**config.mk**
```make
export PLATFORM = sky130hd
export DESIGN_NAME = qgn_quant
export DESIGN_NICKNAME = d
export VERILOG_FILES = /design/src/qgn_pkg.sv /design/src/qgn_quant.sv
export SDC_FILE = /design/constraint.sdc
export NUM_CORES = 1
export LEC_CHECK = 0
export ABC_AREA = 1
export ABC_CLOCK_PERIOD_IN_PS = 15300
export BUFFER_PORTS_ARGS = -buffer_cell sky130_fd_sc_hd__buf_4
export CAP_MARGIN = 20
export CORE_AREA = 4 4 79 81
export DETAILED_ROUTE_END_ITERATION = 10
export DIE_AREA = 0 0 83 85
export PLACE_DENSITY = 0.9
export SLEW_MARGIN = 20
export SYNTH_ARGS = -nofsm -noshare
export SYNTH_HDL_FRONTEND = slang
export SYNTH_SLANG_ARGS = --single-unit
export TNS_END_PERCENT = 100
```
**constraint.sdc**
```tcl
create_clock -name vclk -period 15.3
set_clock_uncertainty 0.15 [all_clocks]
set_input_delay 0.765 -clock vclk [all_inputs]
set_output_delay 0.765 -clock vclk [all_outputs]
set_load 0.02 [all_outputs]
```
**src/qgn_pkg.sv**
```systemverilog
// Shared types, constants and helpers for the quantized Gaussian int4 noise source.
// No dependencies; imported by every other file in src.
`timescale 1ns / 1ps

package qgn_pkg;

    localparam int MAX_LANES   = 8;
    localparam int WORD_W      = 32;
    localparam int NIB_W       = 4;
    localparam int EDGE_COUNT  = 14;
    localparam int LANE_W      = 3;
    localparam int WIDX_W      = 2;
    localparam int COUNT_W     = 4;

    // xoshiro128++ shift and rotate amounts
    localparam int ROT_SUM     = 7;
    localparam int SHIFT_B     = 9;
    localparam int ROT_D       = 11;

    // Offset taking the threshold count to a signed level in -7..7
    localparam logic [COUNT_W-1:0] LEVEL_OFFSET = 4'd7;

    // Request codes
    localparam logic REQ_LOAD = 1'b0;
    localparam logic REQ_GEN  = 1'b1;

    // State word indexes within a lane
    localparam logic [WIDX_W-1:0] WORD_A = 2'd0;
    localparam logic [WIDX_W-1:0] WORD_B = 2'd1;
    localparam logic [WIDX_W-1:0] WORD_C = 2'd2;
    localparam logic [WIDX_W-1:0] WORD_D = 2'd3;

    // Level that the quantiser never produces
    localparam logic [NIB_W-1:0] LEVEL_NEVER = 4'h8;

    // Thresholds: round(2^32 * Phi((j - 6.5) / 2.5)), at least 1
    localparam logic [WORD_W-1:0] LEVEL_EDGE [EDGE_COUNT] = '{
        32'd20019650,   32'd59714852,   32'd154319546,  32'd346847210,
        32'd681419127,  32'd1177908172, 32'd1807065788, 32'd2487901508,
        32'd3117059124, 32'd3613548169, 32'd3948120086, 32'd4140647750,
        32'd4235252444, 32'd4274947646
    };

    typedef logic [WORD_W-1:0] word_t;
    typedef logic [NIB_W-1:0]  level_t;

    // Per-lane control for one accepted item
    typedef struct packed {
        logic              gen_en;
        logic              load_en;
        logic [WIDX_W-1:0] word_index;
    } qgn_lane_ctrl_t;

    function automatic word_t rotl32(input word_t x, input int k);
        return (x << k) | (x >> (WORD_W - k));
    endfunction

endpackage

```
**src/qgn_quant.sv**
```systemverilog
// Maps a 32-bit uniform to a signed level in -7..7 by threshold count.
// Depends on qgn_pkg.
`timescale 1ns / 1ps

module qgn_quant (
    input  qgn_pkg::word_t  uniform,
    output qgn_pkg::level_t level
);
    import qgn_pkg::*;

    logic [COUNT_W-1:0] count;

    always_comb
    begin
        count = '0;
        for (int j = 0; j < EDGE_COUNT; j++)
        begin
            if (uniform >= LEVEL_EDGE[j])
            begin
                count = count + COUNT_W'(1);
            end
        end
        level = count - LEVEL_OFFSET;
    end

endmodule

```
# Yosys cells after proc, flatten, opt, wreduce, memory -nomap -nowiden
# Cells that the tools add are included.
[totals] word_cells=42 ff_bits=0
[classes] add_sub_neg=14 mux=14 order_cmp=14
[op_table] cell="$ge A32 B32 Y1 const B" count=7
[op_table] cell="$ge A32 B31 Y1 const B" count=2
[op_table] cell="$add A4 B1 Y4 const B" count=13
[op_table] cell="$mux W4" count=13
[op_table] cell="$ge A32 B25 Y1 const B" count=1
[op_table] cell="$ge A32 B26 Y1 const B" count=1
[op_table] cell="$ge A32 B28 Y1 const B" count=1
[op_table] cell="$ge A32 B29 Y1 const B" count=1
[op_table] cell="$ge A32 B30 Y1 const B" count=1
[op_table] cell="$sub A4 B3 Y4 const B" count=1
[op_table] cell="$mux W1" count=1

# Depth between registers and ports, before layout
[depth] word_depth=29 depth_mapped=50

# Worst setup path before layout
# OpenSTA, ideal clock, no wires.
[synth_timing] kind="input to output" start="input port uniform[15]" end="output port level[2]" stages=43 path_slack_ns=7.380 arrival_time_ns=7.005 cell_sequence="buf_4 > nor2_2 > nand2_1 > o32ai_1 > nand2_1 > nand2_1 > inv_1 > ha_1 > nand3_1 > nand2_1 > ha_1 > or2_1 > nand3_1 > nand3_1 > nand2_2 > ha_1 > nand2_1 > nand2_1 > (+7 left out) > nand3_1 > nand2_2 > ha_1 > nor2_1 > o21bai_1 > nand2_1 > nand3_1 > nand2_2 > ha_1 > or2_2 > nand2_1 > nor2_2 > o31ai_1 > ha_1 > nand2_1 > nand2_1 > ha_1 > xnor2_1"
[synth_via] elab_chain_cells=29
[synth_rtl] item="start: declaration" line="qgn_quant.sv:6" rtl="input qgn_pkg::word_t uniform,"
[synth_rtl] item="$ge A32 B25 Y1" line="qgn_quant.sv:18" rtl="if (uniform >= LEVEL_EDGE[j])"
[synth_rtl] item="$mux W1" line="qgn_quant.sv:18"
[synth_rtl] item="$add A4 B1 Y4" line="qgn_quant.sv:20" rtl="count = count + COUNT_W'(1);"
[synth_rtl] item="$mux W4" line="qgn_quant.sv:18"
[synth_rtl] item="$add A4 B1 Y4" line="qgn_quant.sv:20"
[synth_rtl] item="$mux W4" line="qgn_quant.sv:18"
[synth_rtl] item="$add A4 B1 Y4" line="qgn_quant.sv:20"
[synth_rtl] item="$mux W4" line="qgn_quant.sv:18"
[synth_rtl] item="(+13 left out)"
[synth_rtl] item="$mux W4" line="qgn_quant.sv:18"
[synth_rtl] item="$add A4 B1 Y4" line="qgn_quant.sv:20"
[synth_rtl] item="$mux W4" line="qgn_quant.sv:18"
[synth_rtl] item="$add A4 B1 Y4" line="qgn_quant.sv:20"
[synth_rtl] item="$mux W4" line="qgn_quant.sv:18"
[synth_rtl] item="$add A4 B1 Y4" line="qgn_quant.sv:20"
[synth_rtl] item="$mux W4 (*)" line="qgn_quant.sv:18"
[synth_rtl] item="$sub A4 B3 Y4 (*)" line="qgn_quant.sv:23" rtl="level = count - LEVEL_OFFSET;"
[synth_rtl] item="end: declaration" line="qgn_quant.sv:7" rtl="output qgn_pkg::level_t level"
# Mark *: on every way between the ends. The rest lies on a longest branch, timed or not.

# Final worst setup path
[layout_timing] start="input port uniform[18]" end="output port level[2]"
# Same word-level chain as after synthesis.

==> impl_metrics.json <==
{
  "slew_headroom_pct": 59.01,
  "period_needed_ps": 8650,
  "crit_path_max_fanout": 5,
  "setup_viol": 0,
  "start_util_pct": 59.58,
  "p_total_uw": 166.6,
  "hold_ws_ps": 2031,
  "drc": 0,
  "cp-start-kind": "primary input",
  "min_from": "uniform[25]",
  "cp.required_ps": 14390,
  "crit_type": "in -> out",
  "end_kind": "primary output",
  "synth_top_area_cell": "nand2_1",
  "max_stage_delay_ps": 320,
  "wl_per_cell_um": 13.59,
  "holdBufCountCts": 0,
  "synth_nets": 692,
  "routed_via_density": 5.779,
  "hold_viol_final": 0,
  "dpl.hpwl_um": 8680,
  "io_pins": 36,
  "core_mm2": 0.005473,
  "nFillCells": 557,
  "firstDrtPassIters": 5,
  "final.setup.tns_ps": 0,
  "post_cts.repair.setup_buffers": 0,
  "synthTopCellsByArea": "nand2_1 (23%), nand3_1 (11%), inv_1 (9.1%)",
  "antenna_found_initial": 0,
  "seqCellArea_um2": 0,
  "ctsResizeCount": 0,
  "post-synth-top-count-cell": "nand2_1",
  "grt_pass1_vias": 3976,
  "whs_endpoint": "level[0]",
  "ys_top_cells_by_count": "nand2_1 (203), inv_1 (79), nand3_1 (72)",
  "grt_pass1_wl_um": 17540,
  "gp_congestion": 0.9727,
  "drive_above_1_share_pct": 18.88,
  "post-route-period-util_pct": 56.53,
  "whs_path_depth": 5,
  "drtAntennaViolNets": 0,
  "p_leak_nw": 1.934,
  "multi_input_area_mm2": 0.002869,
  "overflow": 0,
  "grt_max_degree": 10,
  "die_x_um": 83,
  "synthDistinctLibCells": 49,
  "yosysWarnings": 0,
  "power_density_mw_per_mm2": 46.37,
  "pre_cts_ws_ps": 6742,
  "num_rows": 27,
  "grt_usage_pct": 28.47,
  "status": "completed",
  "syn_area_mm2": 0.003261,
  "dieArea_mm2": 0.007055,
  "routed_wl_um": 10190,
  "drt_iter0_markers": 353,
  "postLayoutSetupSlackWorst_ps": 6650,
  "area_growth_pct": 10.21,
  "worstHoldPathType": "in -> out",
  "num-clock-buffers": 0,
  "maxClockFrequency_mhz": 115.6,
  "slowest_stage": "ha_1",
  "die_h_um": 85,
  "port_buffers": 36,
  "cp.arrival_ps": 7730,
  "utilization_pct": 65.66,
  "rsz0062_at_grt": "no",
  "diodes": 0,
  "syn_inst": 646,
  "ir_drop_mv": 0.03975,
  "synth_top_area_share_pct": 23.37,
  "tightest_slew_ps": 614.8,
  "seq_cell_count": 0,
  "startpoint": "uniform[18]",
  "yosysSeqAreaShare_pct": 0,
  "syn_avg_cell_area_um2": 5.047,
  "vias": 4334,
  "maxSlewViolCount": 0,
  "fin_nets": 726,
  "cap_viol_max_count": 0
}
-- cell families (layout without fill, tap and decap cells) --
kind of cell / Yosys count / after routing / synth area share [%]
adder cells (fa/ha/maj): 14 / 14 / 5.372
buffers and inverters: 101 / 133 / 12.01
AND/OR/NAND/NOR: 455 / 455 / 66.96
XOR/XNOR: 3 / 3 / 0.8060
AO/OA/AOI/OAI: 73 / 73 / 14.85
-- metrics by stage --
step / area, um^2 / instances
after floorplan: 3261 / 646
after global placement: 3593 / 750
after detailed placement: 3593 / 750
after CTS: 3593 / 750
after global routing: 3593 / 750
final: 3593 / 750
-- worst max-delay path by stage --
| stage | end | cells after the start |
|---|---|---|
| 2_1_floorplan | level[2] | 43 |
| 3_3_place_gp | level[2] | 40 |
| 3_5_place_dp | level[2] | 41 |
| 4_1_cts | level[2] | 41 |
| 5_1_grt | level[2] | 45 |
| 6_report | level[2] | 41 |
-- cell usage in the layout, fill, tap and decap left out, types with 14 or more instances in the layout --
master   count
a21oi_1     23
buf_4       36
ha_1        14
inv_1       79
inv_2       17
nand2_1    203
nand2_2     30
nand3_1     72
nor2_1      71
nor3_1      18
o21ai_0     17
-- report_power, final --
group | total [mW] | leakage [nW] | switching (mW) | internal (mW)
sequential | 0 | 0 | 0 | 0
combinational | 0.167 | 1.93 | 0.107 | 0.0593
clock | 0 | 0 | 0 | 0
total | 0.167 | 1.93 | 0.107 | 0.0593
-- per-layer routing --
metal  vias to the layer above  routed length [um]  track usage [%]
met3                        31                 800            3.010
li1                       2176                   -                -
met2                       210                4784            50.29
met5                         -                   0                0
met4                         0                 325            8.470
met1                      1917                4283            36.36
-- layout make-up --
type	instances	share of cell area (%)
Tap cell	72	2.507
Inverter	97	10.13
Timing Repair Buffer	36	7.521
Multi-Input combinational cell	545	79.84
-- critical path, delay by kind of cell --
kind / cells / cell delay (ps)
simple gates: 18 / 2260
fa+ha+maj: 7 / 1940
compound gates: 8 / 1610
buf+inv: 5 / 580
xor+xnor: 3 / 570
(Power assumes the default switching activity.)
