--- src/qgn_pkg.sv ---
// Shared types, constants and helpers for the quantized Gaussian int4 noise source.
// No dependencies; imported by every other file in src.
`timescale 1ns / 1ps

package qgn_pkg;

    localparam int MAX_LANES   = 8;
    localparam int WORD_W      = 32;
    localparam int NIB_W       = 4;
    localparam int EDGE_COUNT  = 14;
    localparam int LANE_W      = 3;
    localparam int WIDX_W      = 2;
    localparam int COUNT_W     = 4;

    // xoshiro128++ shift and rotate amounts
    localparam int ROT_SUM     = 7;
    localparam int SHIFT_B     = 9;
    localparam int ROT_D       = 11;

    // Offset taking the threshold count to a signed level in -7..7
    localparam logic [COUNT_W-1:0] LEVEL_OFFSET = 4'd7;

    // Request codes
    localparam logic REQ_LOAD = 1'b0;
    localparam logic REQ_GEN  = 1'b1;

    // State word indexes within a lane
    localparam logic [WIDX_W-1:0] WORD_A = 2'd0;
    localparam logic [WIDX_W-1:0] WORD_B = 2'd1;
    localparam logic [WIDX_W-1:0] WORD_C = 2'd2;
    localparam logic [WIDX_W-1:0] WORD_D = 2'd3;

    // Level that the quantiser never produces
    localparam logic [NIB_W-1:0] LEVEL_NEVER = 4'h8;

    // Thresholds: round(2^32 * Phi((j - 6.5) / 2.5)), at least 1
    localparam logic [WORD_W-1:0] LEVEL_EDGE [EDGE_COUNT] = '{
        32'd20019650,   32'd59714852,   32'd154319546,  32'd346847210,
        32'd681419127,  32'd1177908172, 32'd1807065788, 32'd2487901508,
        32'd3117059124, 32'd3613548169, 32'd3948120086, 32'd4140647750,
        32'd4235252444, 32'd4274947646
    };

    typedef logic [WORD_W-1:0] word_t;
    typedef logic [NIB_W-1:0]  level_t;

    // Per-lane control for one accepted item
    typedef struct packed {
        logic              gen_en;
        logic              load_en;
        logic [WIDX_W-1:0] word_index;
    } qgn_lane_ctrl_t;

    function automatic word_t rotl32(input word_t x, input int k);
        return (x << k) | (x >> (WORD_W - k));
    endfunction

endpackage

--- src/qgn_lane.sv ---
// One xoshiro128++ lane: 128-bit state, word load and advance, registered uniform.
// Depends on qgn_pkg.
`timescale 1ns / 1ps

module qgn_lane (
    input  logic                   clk,
    input  logic                   rst_n,
    input  qgn_pkg::qgn_lane_ctrl_t ctrl,
    input  qgn_pkg::word_t         seed_value,
    output qgn_pkg::word_t         uniform
);
    import qgn_pkg::*;

    word_t a_reg, b_reg, c_reg, d_reg;
    word_t a_next, b_next, c_next, d_next;
    word_t u_reg, u_next;
    word_t a0, r, t, a1, b1, c1, c2, d1, d2;

    always_comb
    begin
        // An all-zero lane restarts from word 0 = 1
        a0 = ((a_reg | b_reg | c_reg | d_reg) == '0) ? word_t'(1) : a_reg;
        r  = rotl32(a0 + d_reg, ROT_SUM) + a0;
        t  = b_reg << SHIFT_B;
        c1 = c_reg ^ a0;
        d1 = d_reg ^ b_reg;
        b1 = b_reg ^ c1;
        a1 = a0 ^ d1;
        c2 = c1 ^ t;
        d2 = rotl32(d1, ROT_D);
    end

    always_comb
    begin
        a_next = a_reg;
        b_next = b_reg;
        c_next = c_reg;
        d_next = d_reg;
        u_next = u_reg;
        if (ctrl.load_en)
        begin
            case (ctrl.word_index)
                WORD_A:  a_next = seed_value;
                WORD_B:  b_next = seed_value;
                WORD_C:  c_next = seed_value;
                WORD_D:  d_next = seed_value;
                default: a_next = a_reg;
            endcase
        end
        else if (ctrl.gen_en)
        begin
            a_next = a1;
            b_next = b1;
            c_next = c2;
            d_next = d2;
            u_next = r;
        end
    end

    always_ff @(posedge clk or negedge rst_n)
    begin
        if (!rst_n)
        begin
            a_reg <= '0;
            b_reg <= '0;
            c_reg <= '0;
            d_reg <= '0;
        end
        else
        begin
            a_reg <= a_next;
            b_reg <= b_next;
            c_reg <= c_next;
            d_reg <= d_next;
        end
    end

    always_ff @(posedge clk)
    begin
        u_reg <= u_next;
    end

    assign uniform = u_reg;

endmodule

--- config.mk ---
export PLATFORM = sky130hd
export DESIGN_NAME = qgn_lane
export DESIGN_NICKNAME = d
export VERILOG_FILES = /design/src/qgn_pkg.sv /design/src/qgn_lane.sv
export SDC_FILE = /design/constraint.sdc
export NUM_CORES = 1
export LEC_CHECK = 0
export ABC_AREA = 1
export ABC_CLOCK_PERIOD_IN_PS = 5700
export BUFFER_PORTS_ARGS = -buffer_cell sky130_fd_sc_hd__buf_2
export CAP_MARGIN = 20
export CORE_ASPECT_RATIO = 0.75
export CORE_MARGIN = 10
export CORE_UTILIZATION = 45
export CTS_CLUSTER_SIZE = 10
export DETAILED_ROUTE_END_ITERATION = 16
export PLACE_DENSITY = 0.68
export SYNTH_ARGS = -nofsm -noshare
export SYNTH_HDL_FRONTEND = slang
export SYNTH_SLANG_ARGS = --single-unit
--- constraint.sdc ---
create_clock -name clk -period 5.7 [get_ports clk]
set_input_delay 1.14 -clock clk [delete_from_list [all_inputs] [get_ports clk]]
set_output_delay 1.14 -clock clk [all_outputs]
set_load 0.005 [all_outputs]
# Word-level counts from Yosys, hierarchy flattened
# Index checks and enable logic that the tools add are counted.
[word_totals]
ff_bits = 160
mem_bits_ro = 0
memories = 0
output_inout_bits = 32
latchBits = 0
word_cells = 46
input_bits = 38
mem_bits_rw = 0
[op_classes]
multipliers = 0
n_mux = 13
n_addsub = 2
n_reduce_logical = 8
bitwise = 11
eq_ne = 7
magnitude_cmp = 0
shift = 0
n_div = 0
[op_table]
columns = ["operator", "count"]
rows = [
  ["$mux W32", 13],
  ["$xor A32 B32 Y32", 5],
  ["$or A32 B32 Y32", 3],
  ["$add A32 B32 Y32", 2],
  ["$logic_not A32 Y1", 1],
  ["$or A32 B11 Y32", 1],
  ["$or A32 B7 Y32", 1],
  ["$reduce_and A2 Y1", 5],
  ["$ne A2 B1 Y1 const B", 4],
  ["$eq A2 B2 Y1 const B", 2],
  ["$eq A2 B1 Y1 const B", 1],
  ["$logic_not A2 Y1", 1],
  ["$reduce_bool A2 Y1", 1],
  ["$not A1 Y1", 1],
]

# Logic depth before layout (Yosys ltp)
[logic_depth]
word_depth = 9
ltp_mapped = 38
depth_no_buf = 38

# Worst setup path after synthesis
# OpenSTA, ideal clock, no wires.
[synth_path]
path_type = "reg2reg"
start = "register a_reg[9]"
end = "register u_reg[31], in the netlist uniform[31] (data pin)"
stages_incl_launch_ff = 33
slack_ns = 1.100
required_time_ns = 5.447
synth_period_minus_slack_ns = 4.600
n_path_buf = 0
setup_time_ns = 0.253
t_arrival_ns = 4.347
cell_sequence = "dfrtp_1 -> or2_2 -> nor3_1 -> nand4_1 -> nor2_1 -> nand2_1 -> nand2_1 -> ha_1 -> inv_1 -> fa_1 -> inv_1 -> nand3_1 -> nand2_1 -> a21oi_1 -> o21ai_0 -> nand3_1 -> nand3_1 -> nand2_1 -> nand2_1 -> xor2_1 -> ha_1 -> nand3_1 -> nand2_1 -> nand4_1 -> nand3_1 -> nand2_1 -> nand2_1 -> a21oi_1 -> inv_1 -> nand3_1 -> nand3_1 -> nand2_1 -> nand2_1"
[synth_via]
elab_chain_cells = 8
[synth_rtl]
columns = ["item", "line_no", "rtl"]
rows = [
  ["from (decl)", "qgn_lane.sv:14", "word_t a_reg, b_reg, c_reg, d_reg;"],
  ["from (signal assigned)", "qgn_lane.sv:71", "a_reg <= a_next;"],
  ["$or A32 B32 Y32 (3 in a row)", "qgn_lane.sv:22", "a0 = ((a_reg | b_reg | c_reg | d_reg) == '0) ? word_t'(1) : a_reg;"],
  ["$logic_not A32 Y1", "qgn_lane.sv:22", ""],
  ["$mux W32 (*)", "qgn_lane.sv:22", ""],
  ["$add A32 B32 Y32", "qgn_lane.sv:23", "r = rotl32(a0 + d_reg, ROT_SUM) + a0;"],
  ["$or A32 B7 Y32", "qgn_pkg.sv:55", "return (x << k) | (x >> (WORD_W - k));"],
  ["$add A32 B32 Y32 (*)", "qgn_lane.sv:23", ""],
  ["net r[31]", "qgn_lane.sv:17", "word_t a0, r, t, a1, b1, c1, c2, d1, d2;"],
  ["to (signal assigned)", "qgn_lane.sv:80", "u_reg <= u_next;"],
  ["to (decl)", "qgn_lane.sv:16", "word_t u_reg, u_next;"],
]
# Mark *: on every way through the listed nets, which the timed path passes. The rest lies on a longest branch.
# A chain may end at the register's enable or synchronous reset.

# Worst setup path in the final report
[layout_path]
start = "register a_reg[6]"
end = "register u_reg[31], in the netlist uniform[31] (data pin)"
# The elaborated chain is that of the path after synthesis.

==> results.txt <==
* Result of the run: finished clean
- The number of max-slew violations in the final report was 0.
- Final core utilization: 0.511
- CTS placed an instance of clkbuf_16 at the clock tree root.
- The tightest min-delay check is of the register to register type.
* Classification of the worst setup path: register to register
- The via count of the first global-routing pass is 11477.
* Horizontal extent of the die: 211 microns
- In this design, the stage delay of the slowest critical-path cell is 470 ps.
* Total gr overflow: 0
* Cells after DPL: 2126
- In the final timing run, aggregate negative setup slack is 0 ps.
* Inserted Clock Buffers: 17
- After synthesis, the share of flip-flops with an asynchronous set or reset is 0.800.
- Worst setup skew after layout: 19.8 ps
- Leading cell types by total area after synthesis: dfrtp_1, nand2_1, edfxtp_1
- Length in cells of the worst reg-to-reg path: 30
* Share of synthesized area occupied by flip-flops and latches: 0.339
- Most frequent cell on the critical path: nand2_1
* Post-route fraction of the period consumed by the critical path: 0.911
* Post-DP HPWL: 33.9 mm
* Floorplan core area: 26900 sq um
- Synthesis produced a netlist with a net count of 1839.
- Setup WS post-layout: 506 ps
* Total of fill cells in the finished design: 2655
- Clk sinks: 160
- Count of flip-flops with a built-in enable after synthesis: 32
* Number of buffers between clock root and the deepest sink: 2
- Maximum vdd ir drop: 0.243 mV
* Setup crit end: uniform[31]
* Final standard cell area without fillers: 13800 sq um
* Final Critical Period: 5190 ps
- After the last flow step, the layout net total stands at 1896.
* Placement Setup Slack: 348 ps
- For this run, design rule violations remaining after detail routing come to 0.
- Setup repair after global routing left no endpoint under its margin.
- The worst register-to-register path begins at a_reg[6].
* Primary flip-flop cell chosen by synthesis mapping: dfrtp_1
- In this run, the number of DRC markers left after iteration 0 of detailed routing was 1589.
- Vias after detailed routing: 12282
* Data required time of the critical path: 5910 ps
* First-pass iteration count of the detailed router: 6
* Avg Vias per Cell: 5.68
* Share of cells above drive strength 1: 0.117
* Number of non-filler instances in the completed layout: 2161
- Max-cap violations in this run came to 0.
* Hold depth: 2
* Post-synthesis cell type count: 44
- Setup violations remaining at the end of the flow were counted as 0.
- At the end of routability-driven placement, the weighted congestion stood at 1.01.
* Antenna Diode Count: 0
* Total wirelength of the detailed-routed design: 44.6 mm
* Floorplan row count: 52
- Buffers placed on the I/O ports in this run total 69.
* Relative slew margins: 0.324
* Worst Max-Slew Pin Slew: 1010 ps
* Type of element launching the critical path: register
- Number of nets with antenna violations after routing: 0
- CP startpoint: a_reg[6]
* Effective utilization at floorplan: 0.456
- Floorplan die height: 163 microns
* Destination of the worst register-to-register timing path: uniform[31]
- In this run the number of H-tree levels came out at 4.
- Full die area: 34300 sq um
- Count of synthesis-stage warnings from yosys: 0
- Placed standard-cell area: 13100 sq um
- Most common library cell in the layout ignoring fill and taps: nand2_1
- In this run the mean area of a mapped cell was 7.05 sq um.
- STA classifies the critical path endpoint as a register.
- Cell count after synthesis: 1740
- The first global-routing pass estimated 68.5 mm of wire.
- Average routed wire per standard cell: 20.6 microns
* F_max: 193 MHz
- In the layout the commonest cells are nand2_1, inv_1, nor2_1.
* #FFs+latches synth: 160
- The slowest stage of the critical path belongs to the cell dfrtp_1.
* Hold buffer count at cts: 0
- The initial antenna violation count is 2.
- Of all nets on the critical path, the largest fanout is 6.
- The setup check on the worst reg-to-reg path leaves a slack of 510 ps.
- Maximum number of pins on one net before global-route repair: 87
- Biggest area consumer among synthesized cells: dfrtp_1
* Layout area overhead: 12.2%
- Data arrives at the worst endpoint at 5400 ps.
- I/O pin count: 70
- Leak Pwr: 0.00696 uW
- CTS tree: built
- Dividing total power by cell area gives a power density of 656 nW/um^2.
- Clk slew on worst S/H paths: 70 ps
* GR Util All Layers: 0.260
* Mapped Area: 12300 sq um
* Endpoints failing hold: 0
- The share of synthesized area in the top cell type comes to 0.261.
- At the later pin of the worst-skew pair, clock insertion delay measures 450 ps.
synth_stat cells, types with 59 or more instances:
cell type	number
nand2_1	360
inv_1	214
nor2_1	205
nand3_1	149
dfrtp_1	128
xor2_1	103
a21oi_1	102
o21ai_0	82
clkbuf_1	69
a31oi_1	60
ha_1	59
worst min path at each step:
stage / from / end / slack, ps
floorplan: a_reg[0] / a_reg[0] / 520
finish: c_reg[9] / c_reg[9] / 580
global route: c_reg[0] / c_reg[0] / 600
CTS: c_reg[9] / c_reg[9] / 580
global placement: c_reg[9] / c_reg[9] / 560
detailed placement: c_reg[27] / c_reg[27] / 570
layout make-up:
| class | count | area, sq um | share of cell area |
|---|---|---|---|
| clock inverter | 10 | 98.8 | 0.00718 |
| tap | 351 | 439 | 0.0319 |
| inverter | 218 | 820 | 0.0595 |
| clock buffer | 22 | 495 | 0.0360 |
| timing repair buffer | 114 | 689 | 0.0500 |
| sequential | 160 | 4170 | 0.302 |
| multi-input combinational | 1286 | 7070 | 0.513 |
report_power, final:
part	switching (uW)	total, uW	internal (uW)
logic	3730	5740	2010
registers	371	2100	1730
clock network	529	1190	666
worst max-delay path: cells and delay by family, from the launching register on:
family	cells	cell delay, ps
simple gates	22	2590
compound gates	2	670
fa+ha+maj	2	560
flops	1	470
xor+xnor	1	410
buf+inv	3	270
logic make-up after synthesis:
| family | after synthesis | share of synthesized area |
|---|---|---|
| adder cells (fa/ha/maj) | 61 | 0.0634 |
| XOR/XNOR | 112 | 0.0799 |
| multiplexers | 1 | 0.000917 |
| buffers and inverters | 294 | 0.0904 |
| flip-flops | 160 | 0.339 |
| AO/OA/AOI/OAI | 299 | 0.142 |
| AND/OR/NAND/NOR | 813 | 0.284 |
routing by layer:
metal / vias up / share of wire / GRT usage
li1: 5847 / - / -
met1: 5778 / 0.46 / 0.382
met2: 595 / 0.39 / 0.353
met3: 60 / 0.12 / 0.0890
met4: 2 / 0.020 / 0.0637
met5: - / 0.00029 / 0
repair_timing:
action	in CTS	in global routing
setup endpoints to repair	0	9
gates resized for setup	0	15
setup buffers	0	3
stage by stage:
step | total power (uW) | hold WS [ps]
2_1_floorplan | 5920 | 519
3_3_place_gp | 7590 | 562
3_5_place_dp | 7640 | 568
4_1_cts | 8860 | 578
5_1_grt | 9800 | 597
6_report | 9030 | 578
(Power assumes the default switching activity.)
